===== config.mk =====
export PLATFORM = sky130hd
export DESIGN_NAME = oldest_or_richest_server_top
export DESIGN_NICKNAME = d
export VERILOG_FILES = /design/src/rtl/oors_pkg.sv /design/src/rtl/oors_ram.sv /design/src/rtl/oors_sel.sv /design/src/rtl/oldest_or_richest_server_top.sv
export SDC_FILE = /design/constraint.sdc
export NUM_CORES = 2
export LEC_CHECK = 0
export BUFFER_PORTS_ARGS = -buffer_cell sky130_fd_sc_hd__buf_2
export CORE_UTILIZATION = 45
export CTS_BUF_LIST = sky130_fd_sc_hd__clkbuf_4 sky130_fd_sc_hd__clkbuf_8 sky130_fd_sc_hd__clkbuf_16
export CTS_CLUSTER_DIAMETER = 40
export DETAILED_ROUTE_END_ITERATION = 10
export REMOVE_ABC_BUFFERS = 1
export SYNTH_ARGS = -nofsm -noshare
export SYNTH_HDL_FRONTEND = slang
export SYNTH_HIERARCHICAL = 1
export SYNTH_SLANG_ARGS = --single-unit

===== constraint.sdc =====
create_clock -name i_clk -period 14.65 [get_ports i_clk]
set_clock_uncertainty 0.05 [all_clocks]
set_input_delay 2.93 -clock i_clk [delete_from_list [all_inputs] [get_ports i_clk]]
set_output_delay 2.93 -clock i_clk [all_outputs]
set_load 0.005 [all_outputs]

===== src/rtl/oors_pkg.sv =====
// Package: shared types, codes and defaults for the oldest-or-richest server.
package oors_pkg;

    localparam int CAPACITY_DEF = 64;
    localparam int AMOUNT_W     = 31;
    localparam int TICKET_W     = 32;

    // Request codes
    localparam logic [1:0] OP_ARRIVAL = 2'd0;
    localparam logic [1:0] OP_OLDEST  = 2'd1;
    localparam logic [1:0] OP_LARGEST = 2'd2;

    // Result status codes
    localparam logic [1:0] ST_STORED = 2'd0;
    localparam logic [1:0] ST_SERVED = 2'd1;
    localparam logic [1:0] ST_EMPTY  = 2'd2;
    localparam logic [1:0] ST_FULL   = 2'd3;

    // Selection modes of the shared compare unit
    localparam logic [1:0] SEL_FREE    = 2'd0;
    localparam logic [1:0] SEL_OLDEST  = 2'd1;
    localparam logic [1:0] SEL_LARGEST = 2'd2;

    typedef struct packed {
        logic [1:0]          opcode;
        logic [AMOUNT_W-1:0] amount;
    } t_in_item;

    typedef struct packed {
        logic [1:0]          status;
        logic [TICKET_W-1:0] ticket;
    } t_out_item;

    typedef struct packed {
        logic                valid;
        logic [AMOUNT_W-1:0] amount;
        logic [TICKET_W-1:0] ticket;
    } t_entry;

    localparam int ENTRY_W = $bits(t_entry);

    typedef struct packed {
        logic       start;
        logic       vld;
        logic [1:0] mode;
    } t_sel_ctl;

endpackage


===== src/rtl/oors_ram.sv =====
// Generic single-port-write, single-port-read RAM with registered read data.
module oors_ram #(
    parameter int WIDTH = 8,
    parameter int DEPTH = 16
) (
    input  logic                     i_clk,
    input  logic                     i_we,
    input  logic [$clog2(DEPTH)-1:0] i_waddr,
    input  logic [WIDTH-1:0]         i_wdata,
    input  logic                     i_re,
    input  logic [$clog2(DEPTH)-1:0] i_raddr,
    output logic [WIDTH-1:0]         o_rdata
);

    logic [WIDTH-1:0] r_mem [DEPTH];
    logic [WIDTH-1:0] r_rdata;

    always_ff @(posedge i_clk) begin
        if (i_we) begin
            r_mem[i_waddr] <= i_wdata;
        end
        if (i_re) begin
            r_rdata <= r_mem[i_raddr];
        end
    end

    assign o_rdata = r_rdata;

endmodule


===== src/rtl/oors_sel.sv =====
// Shared compare unit: keeps the best entry seen so far during a pool scan.
module oors_sel import oors_pkg::*; #(
    parameter int CAPACITY = CAPACITY_DEF
) (
    input  logic                        i_clk,
    input  logic                        i_rst_n,
    input  t_sel_ctl                    i_ctl,
    input  t_entry                      i_entry,
    input  logic [$clog2(CAPACITY)-1:0] i_idx,
    output logic                        o_found,
    output logic [$clog2(CAPACITY)-1:0] o_idx,
    output logic [AMOUNT_W-1:0]         o_amount,
    output logic [TICKET_W-1:0]         o_ticket
);

    localparam int IDX_W = $clog2(CAPACITY);

    logic                r_found;
    logic [IDX_W-1:0]    r_idx;
    logic [AMOUNT_W-1:0] r_amount;
    logic [TICKET_W-1:0] r_ticket;
    logic                better;

    always_comb begin
        better = 1'b0;
        unique case (i_ctl.mode)
            SEL_FREE: begin
                // first free slot wins
                better = !i_entry.valid && !r_found;
            end
            SEL_OLDEST: begin
                better = i_entry.valid && (!r_found || (i_entry.ticket < r_ticket));
            end
            SEL_LARGEST: begin
                better = i_entry.valid && (!r_found || (i_entry.amount > r_amount) ||
                         ((i_entry.amount == r_amount) && (i_entry.ticket < r_ticket)));
            end
            default: begin
                better = 1'b0;
            end
        endcase
    end

    always_ff @(posedge i_clk) begin
        if (!i_rst_n) begin
            r_found <= 1'b0;
        end else if (i_ctl.start) begin
            r_found <= 1'b0;
        end else if (i_ctl.vld && better) begin
            r_found  <= 1'b1;
            r_idx    <= i_idx;
            r_amount <= i_entry.amount;
            r_ticket <= i_entry.ticket;
        end
    end

    assign o_found  = r_found;
    assign o_idx    = r_idx;
    assign o_amount = r_amount;
    assign o_ticket = r_ticket;

endmodule


===== src/rtl/oldest_or_richest_server_top.sv =====
// Top level of the oldest-or-richest server: sequencer, pool memory and output register.
//
// A pool of CAPACITY entries, each an amount under a ticket counting up from 1. An arrival
// stores its amount in the lowest free slot and returns the new ticket; a serve-oldest returns
// and removes the smallest ticket; a serve-largest returns and removes the greatest amount,
// ties to the smaller ticket. Opcode 3 serves largest. Every transaction gives one result.
// After reset every entry of the pool memory is cleared, with the input stalled. A serve
// on an empty pool, or an arrival on a full pool or after ticket 0xFFFFFFFF, presents its
// result the cycle after acceptance; any other transaction presents its result after the
// scan that reads one pool entry per cycle from the single-read-port memory into one shared
// compare unit, then a write to the chosen slot. One transaction is worked on at a time; the
// next is taken the cycle after its result has left the output.
module oldest_or_richest_server_top import oors_pkg::*; #(
    parameter int CAPACITY = CAPACITY_DEF
) (
    input  logic      i_clk,
    input  logic      i_rst_n,
    input  logic      i_in_valid,
    output logic      o_in_stall,
    input  t_in_item  i_in_data,
    output logic      o_out_valid,
    input  logic      i_out_stall,
    output t_out_item o_out_data
);

    localparam int IDX_W = $clog2(CAPACITY);
    localparam int CNT_W = $clog2(CAPACITY + 1);
    localparam logic [CNT_W-1:0] CAP_CNT  = CNT_W'(CAPACITY);
    localparam logic [CNT_W-1:0] LAST_CNT = CNT_W'(CAPACITY - 1);
    localparam logic [IDX_W-1:0] LAST_IDX = IDX_W'(CAPACITY - 1);

    localparam logic [1:0] S_CLEAR = 2'd0;
    localparam logic [1:0] S_IDLE  = 2'd1;
    localparam logic [1:0] S_SCAN  = 2'd2;
    localparam logic [1:0] S_WRITE = 2'd3;

    logic [1:0]          r_state;
    logic [CNT_W-1:0]    r_cnt;
    logic                r_cmp_vld;
    logic [IDX_W-1:0]    r_cmp_idx;
    logic [1:0]          r_mode;
    logic [AMOUNT_W-1:0] r_amount;
    logic [TICKET_W-1:0] r_next_ticket;
    logic [CNT_W-1:0]    r_held;
    logic                r_out_valid;
    t_out_item           r_out;

    logic                in_acc;
    logic [1:0]          n_mode;
    logic                rd_en;
    logic                we;
    logic [IDX_W-1:0]    waddr;
    t_entry              wdata;
    t_entry              rdata;
    t_sel_ctl            sel_ctl;
    logic                best_found;
    logic [IDX_W-1:0]    best_idx;
    logic [AMOUNT_W-1:0] best_amount;
    logic [TICKET_W-1:0] best_ticket;

    assign o_in_stall = (r_state != S_IDLE) || r_out_valid;
    assign in_acc     = i_in_valid && !o_in_stall;

    always_comb begin
        if (i_in_data.opcode == OP_ARRIVAL) begin
            n_mode = SEL_FREE;
        end else if (i_in_data.opcode[1]) begin
            n_mode = SEL_LARGEST;
        end else begin
            n_mode = SEL_OLDEST;
        end
    end

    assign rd_en = (r_state == S_SCAN) && (r_cnt < CAP_CNT);
    assign we    = (r_state == S_CLEAR) || (r_state == S_WRITE);
    assign waddr = (r_state == S_CLEAR) ? r_cnt[IDX_W-1:0] : best_idx;

    always_comb begin
        if (r_state == S_CLEAR) begin
            wdata = '0;
        end else if (r_mode == SEL_FREE) begin
            wdata = '{valid: 1'b1, amount: r_amount, ticket: r_next_ticket};
        end else begin
            // drop the entry: clear its valid flag
            wdata = '{valid: 1'b0, amount: best_amount, ticket: best_ticket};
        end
    end

    assign sel_ctl = '{start: in_acc, vld: r_cmp_vld, mode: r_mode};

    oors_ram #(
        .WIDTH (ENTRY_W),
        .DEPTH (CAPACITY)
    ) u_pool (
        .i_clk   (i_clk),
        .i_we    (we),
        .i_waddr (waddr),
        .i_wdata (wdata),
        .i_re    (rd_en),
        .i_raddr (r_cnt[IDX_W-1:0]),
        .o_rdata (rdata)
    );

    oors_sel #(
        .CAPACITY (CAPACITY)
    ) u_sel (
        .i_clk    (i_clk),
        .i_rst_n  (i_rst_n),
        .i_ctl    (sel_ctl),
        .i_entry  (rdata),
        .i_idx    (r_cmp_idx),
        .o_found  (best_found),
        .o_idx    (best_idx),
        .o_amount (best_amount),
        .o_ticket (best_ticket)
    );

    always_ff @(posedge i_clk) begin
        if (!i_rst_n) begin
            r_state       <= S_CLEAR;
            r_cnt         <= '0;
            r_cmp_vld     <= 1'b0;
            r_next_ticket <= TICKET_W'(1);
            r_held        <= '0;
            r_out_valid   <= 1'b0;
        end else begin
            if (r_out_valid && !i_out_stall) begin
                r_out_valid <= 1'b0;
            end
            r_cmp_vld <= rd_en;
            r_cmp_idx <= r_cnt[IDX_W-1:0];
            unique case (r_state)
                S_CLEAR: begin
                    if (r_cnt == LAST_CNT) begin
                        r_state <= S_IDLE;
                        r_cnt   <= '0;
                    end else begin
                        r_cnt <= r_cnt + 1'b1;
                    end
                end
                S_IDLE: begin
                    if (in_acc) begin
                        r_mode   <= n_mode;
                        r_amount <= i_in_data.amount;
                        r_cnt    <= '0;
                        if ((n_mode == SEL_FREE) &&
                            ((r_held == CAP_CNT) || (r_next_ticket == '0))) begin
                            r_out_valid <= 1'b1;
                            r_out       <= '{status: ST_FULL, ticket: '0};
                        end else if ((n_mode != SEL_FREE) && (r_held == '0)) begin
                            r_out_valid <= 1'b1;
                            r_out       <= '{status: ST_EMPTY, ticket: '0};
                        end else begin
                            r_state <= S_SCAN;
                        end
                    end
                end
                S_SCAN: begin
                    if (rd_en) begin
                        r_cnt <= r_cnt + 1'b1;
                    end
                    if (r_cmp_vld && (r_cmp_idx == LAST_IDX)) begin
                        r_state <= S_WRITE;
                    end
                end
                S_WRITE: begin
                    r_out_valid <= 1'b1;
                    r_state     <= S_IDLE;
                    if (r_mode == SEL_FREE) begin
                        r_out         <= '{status: ST_STORED, ticket: r_next_ticket};
                        r_next_ticket <= r_next_ticket + 1'b1;
                        r_held        <= r_held + 1'b1;
                    end else begin
                        r_out  <= '{status: ST_SERVED, ticket: best_ticket};
                        r_held <= r_held - 1'b1;
                    end
                end
                default: begin
                    r_state <= S_IDLE;
                end
            endcase
        end
    end

    assign o_out_valid = r_out_valid;
    assign o_out_data  = r_out;

    a_held_bound: assert property (@(posedge i_clk) disable iff (!i_rst_n)
        r_held <= CAP_CNT)
        else $error("held count exceeds pool capacity");

    a_scan_found: assert property (@(posedge i_clk) disable iff (!i_rst_n)
        (r_state == S_WRITE) |-> best_found)
        else $error("scan ended without a selected slot");

    a_accept_progress: assert property (@(posedge i_clk) disable iff (!i_rst_n)
        in_acc |=> ((r_state == S_SCAN) || o_out_valid))
        else $error("accepted transaction neither scanned nor answered");

    a_stored_ticket: assert property (@(posedge i_clk) disable iff (!i_rst_n)
        (o_out_valid && (o_out_data.status == ST_STORED)) |-> (o_out_data.ticket != '0))
        else $error("stored transaction reported ticket zero");

endmodule


# Word level (Yosys, flattened, before mapping)
# Memories as Yosys holds them, arrays and structs flattened. A register that Yosys moved wholly into a read port is not among the register bits.
# Index checks and enable logic that the tools add are counted.
# totals
ram_bits	4096
mem_count	1
register_bits	193
# memory_table
memory	depth	width	rd	rd_clocked_by_memory_dff	write_ports	line	rtl
u_pool.r_mem	64	64	1	1	1	oors_ram.sv:15	logic [WIDTH-1:0] r_mem [DEPTH];
# op_classes
n_mux	29
addsub	4
n_eq_ne	17
reduce_logical	37
n_lt_le_gt_ge	3
bitwise	2
# op_table
operator	n
$mux W64	2
$mux W34	3
$pmux W34 S2	1
$mux W33	1
$add A32 B1 Y32 const B	1
$logic_not A32 Y1	1
$lt A32 B32 Y1	1
$eq A31 B31 Y1	1
$gt A31 B31 Y1	1
$mux W7	4
$pmux W7 S3	1
$add A7 B1 Y7 const B	2
$mux W2	7
$logic_and A1 B1 Y1	11
$reduce_and A3 Y1	3
$logic_not A2 Y1	4
$ne A2 B2 Y1 const B	4
$pmux W2 S4	1
$eq A7 B6 Y1 const B	1
$eq A7 B7 Y1 const B	1
$logic_not A7 Y1	1
$lt A7 B7 Y1 const B	1
$sub A7 B1 Y7 const B	1
$eq A2 B2 Y1 const B	3
17 further kinds	35

# Logic depth before layout (Yosys ltp)
# logic_depth
depth_word	8
depth_mapped	10
mapped_depth_nobuf	8

# Hierarchy
# The synthesis kept the hierarchy.
# by_module_without_submodules
module	seq_area_each_um2	area_each_um2	n_inst	cells_per_inst
oors_ram	124919.8	156989.3	1	6598
oldest_or_richest_server_top	3193.1	6019.5	1	618
oors_sel	2092.0	3763.6	1	299

# Least setup slack after synthesis
# OpenSTA, ideal clock, no wires.
# synth_path
path_type	reg-to-reg
from	register r_state[0]
to	memory u_pool/r_mem[48][0] in the netlist's numbering, enable pin
n_path_buf	2
t_required_ps	14036
path_stages_with_launch	9
period_less_slack_ps	6637
path_slack_ps	8013
arrival_ps	6023
path_cell_list	dfxtp_1 -> inv_1 -> ha_1 -> clkbuf_1 -> mux2_2 -> clkbuf_1 -> nor2b_1 -> nand4b_1 -> nor3_1
# synth_between
word_cells_on_any_way	6
cone_classes	eq/ne (1); mux (3); reduce/logical (2)
# synth_lines
item	line	rtl
start, declared	oldest_or_richest_server_top.sv:37	logic [1:0] r_state;
start signal, assigned	oldest_or_richest_server_top.sv:120	r_state <= S_CLEAR;
start signal, assigned	oldest_or_richest_server_top.sv:135	r_state <= S_IDLE;
start signal, assigned	oldest_or_richest_server_top.sv:154	r_state <= S_SCAN;
$logic_not A2 Y1	oldest_or_richest_server_top.sv:76	assign waddr = (r_state == S_CLEAR) ? r_cnt[IDX_W-1:0] : best_idx;
$mux W6	oldest_or_richest_server_top.sv:76	
via waddr[3]	oldest_or_richest_server_top.sv:52	logic [IDX_W-1:0] waddr;
end, declared	oors_ram.sv:15	
# The timed path passes the listed nets, and every way through them passes these cells.

# Worst setup path after layout
# layout_path
from	register r_state[0]
to	memory u_pool/r_mem[42][17] in the netlist's numbering, enable pin
# The elaborated chain is that of the path after synthesis.

==> summary.md <==
| Metric | Value |
|---|---|
| Outcome | finished clean |
| CTS tree | done |
| Post-synth EDFFs | 4302 |
| Sum Neg Setup Slack | 0 ps |
| Final Max Tran Viols | 0 |
| Largest net degree at the start of global routing | 121 |
| Main synth FF type | edfxtp_1 |
| Area contributors post-synth | edfxtp_1, mux4_2, mux2i_1, a22oi_1, dfxtp_1 |
| Critical Path Start Type | register |
| Crit path cell chain | inv_1, ha_4, buf_4, mux2_2, nand3b_1, nor2_4, buf_4, buf_4 |
| WP buf/inv | 4 |
| Final wirelength | 472000 µm |
| Routed len/inst | 35.2 µm |
| Ys async rst share | 0 |
| Placed inst area | 175000 µm² |
| Synth top area share | 0.775 |
| Crit-path most repeated cell | buf_4 |
| Post-place setup slack | 8840 ps |
| Drt pass-1 iters | 6 |
| Worst setup margin | 8750 ps |
| Seq/Total Area, Yosys | 0.781 |
| Hold buffer count at cts | 0 |
| Chip Width | 611 µm |
| CTS resizes | 0 |
| Commonest cells in the netlist | edfxtp_1, mux4_2, nor2_1 |
| Longest Clk Path Bufs | 4 |
| CP Data Required Time | 15250 ps |
| Register bit count reported by yosys | 4353 |
| Period utilization | 0.403 |
| Tot GR Track Use | 0.251 |
| WHS | 404 ps |
| Multi-input logic area | 35500 µm² |
| Critical-path top delay cell | nor2_4 |
| Worst-path clk slew | 60 ps |
| CORE AREA | 369000 µm² |
| Netlist cell types | 72 |
| First-pass GRT wire length | 656000 µm |
| Post-Synthesis Cells | 7515 |
| Row cnt | 223 |
| Grt total ovfl | 0 |
| Clock Sinks | 4353 |
| Max incr delay on CP | 970 ps |
| Initial antenna violation count | 19 |
| Die H | 611 µm |
| Vias in the first global route | 84633 |
| IO Count | 73 |
| Cell family with most CP delay | buffers and inverters |
| Post-CTS setup buffer count | 0 |
| Total clock buffers created by CTS | 544 |
| Sequential Area | 130000 µm² |
| Hold Vio Cnt, Final | 0 |
| DRC violation count after routing | 0 |
| Max VDD drop | 0.160 mV |
| Die area | 373000 µm² |
| Fillers | 28380 |
| Maxcap violations | 0 |
| Yosys warnings | 6 |
| Hpwl dp | 260000 µm |
| Crit path max fanout | 31 |
| Leakage | 0.0575 µW |
| Most frequent cell after synthesis | edfxtp_1 |
| PwrDens | 145 nW/µm² |
| Share of cells above drive strength 1 | 0.293 |
| Fmax | 169 MHz |
| Final net count | 8116 |
| Min Tclk post-route | 5900 ps |
| RSZ-0062 raised after global routing | false |
| Crit Path Category | register to register |
| Total Power | 28100 µW |
| Buffers on Ports | 72 |
| Worst-Margin Slew | 1400 ps |
| Vias | 83987 |
| CP Capture Type | register |
| WP data arrival | 6500 ps |
| Post-Layout Inst Area | 193000 µm² |
| Post-DR vias/cell | 6.27 |
| Placer Congestion | 0.837 |
| Setup violations, final | 0 |
| DR iter-0 viols | 11319 |
| Rel. slew slack | 0.0634 |
| Starting Density | 0.452 |
| Post-synthesis area per instance | 22.2 µm² |
| Clock latency on the worst-skew pair | 1050 ps |
| Hold crit path type | register to register |
| Mapped cell area | 167000 µm² |
| H-tree depth | 6 |
| Clock Tree Root | clkbuf_16 |
| Area Growth Syn to Fin | 16.0% |
| Routed Antenna Nets | 0 |
| Largest area contributor in the netlist | edfxtp_1 |
-- layer usage --
layer | vias to the layer above | part of all wire | wire [µm] | track usage
met5 | - | 0.00027 | 129 | 0
met4 | 20 | 0.040 | 18900 | 0.0943
met3 | 822 | 0.094 | 44600 | 0.0517
met2 | 4385 | 0.47 | 221000 | 0.390
met1 | 45817 | 0.40 | 187000 | 0.352
li1 | 32943 | - | - | -
-- sequential cells by signal, indices dropped and copies added, names as in the netlist --
name	flops
u_pool/r_mem	4096
u_pool/o_rdata	64
u_sel/o_amount	31
r_next_ticket	32
u_sel/o_found	1
r_cnt	7
u_sel/o_idx	6
r_amount	31
r_held	7
r_cmp_vld	1
r_cmp_idx	6
o_out_data	34
r_state	2
r_mode	2
o_out_valid	1
u_sel/o_ticket	32
-- logic make-up after synthesis --
group / count (synthesis) / synth area share
compound gates: 623 / 0.0277
xor+xnor: 30 / 0.00158
fa+ha+maj: 78 / 0.00590
buf+inv: 501 / 0.0136
flops: 4353 / 0.781
mux: 1203 / 0.149
simple gates: 727 / 0.0214
-- power by group --
part           total [µW]  switching, µW  internal [µW]
sequential          13600           27.4          13600
combinational         861            510            351
clock               13600           5370           8250
total               28100           5900          22200
-- cell type report --
| class | instances | share of cell area |
|---|---|---|
| Sequential cell | 4353 | 0.673 |
| Multi-Input combinational cell | 2661 | 0.184 |
| Clock buffer | 611 | 0.0736 |
| Tap cell | 4950 | 0.0320 |
| Clock inverter | 373 | 0.0223 |
| Timing Repair Buffer | 341 | 0.0131 |
| Inverter | 100 | 0.00195 |
| Antenna cell | 6 | 0.0000776 |
-- per-stage QoR --
step                cells  utilization
floorplan            7114            -
global placement    12404        0.474
detailed placement  12404        0.474
CTS                 13388        0.524
global route        13394        0.524
finish              13395        0.524
-- placed cells by master (no fill, tap or decap), drive strengths merged, types with 73 or more instances in the layout --
cell and count:
o22ai 84, mux4 1024, clkinv 198, clkbuf 611, mux2i 173, a22o 88, buf 341, nand2 166
inv 168, a22oi 168, edfxtp 4302, nand3 73, nor2 226, ha 77
-- worst paths after layout --
check          startpoint  slack (ps)  cells past startpoint                    to
min reg2reg  r_cmp_idx[2]         400                      0        u_sel/o_idx[2]
max reg2reg    r_state[0]        8750                      8  u_pool/r_mem[42][17]
min          r_cmp_idx[2]         400                      0        u_sel/o_idx[2]
max            r_state[0]        8750                      8  u_pool/r_mem[42][17]
No activity file was read; power rests on OpenSTA's default activity.
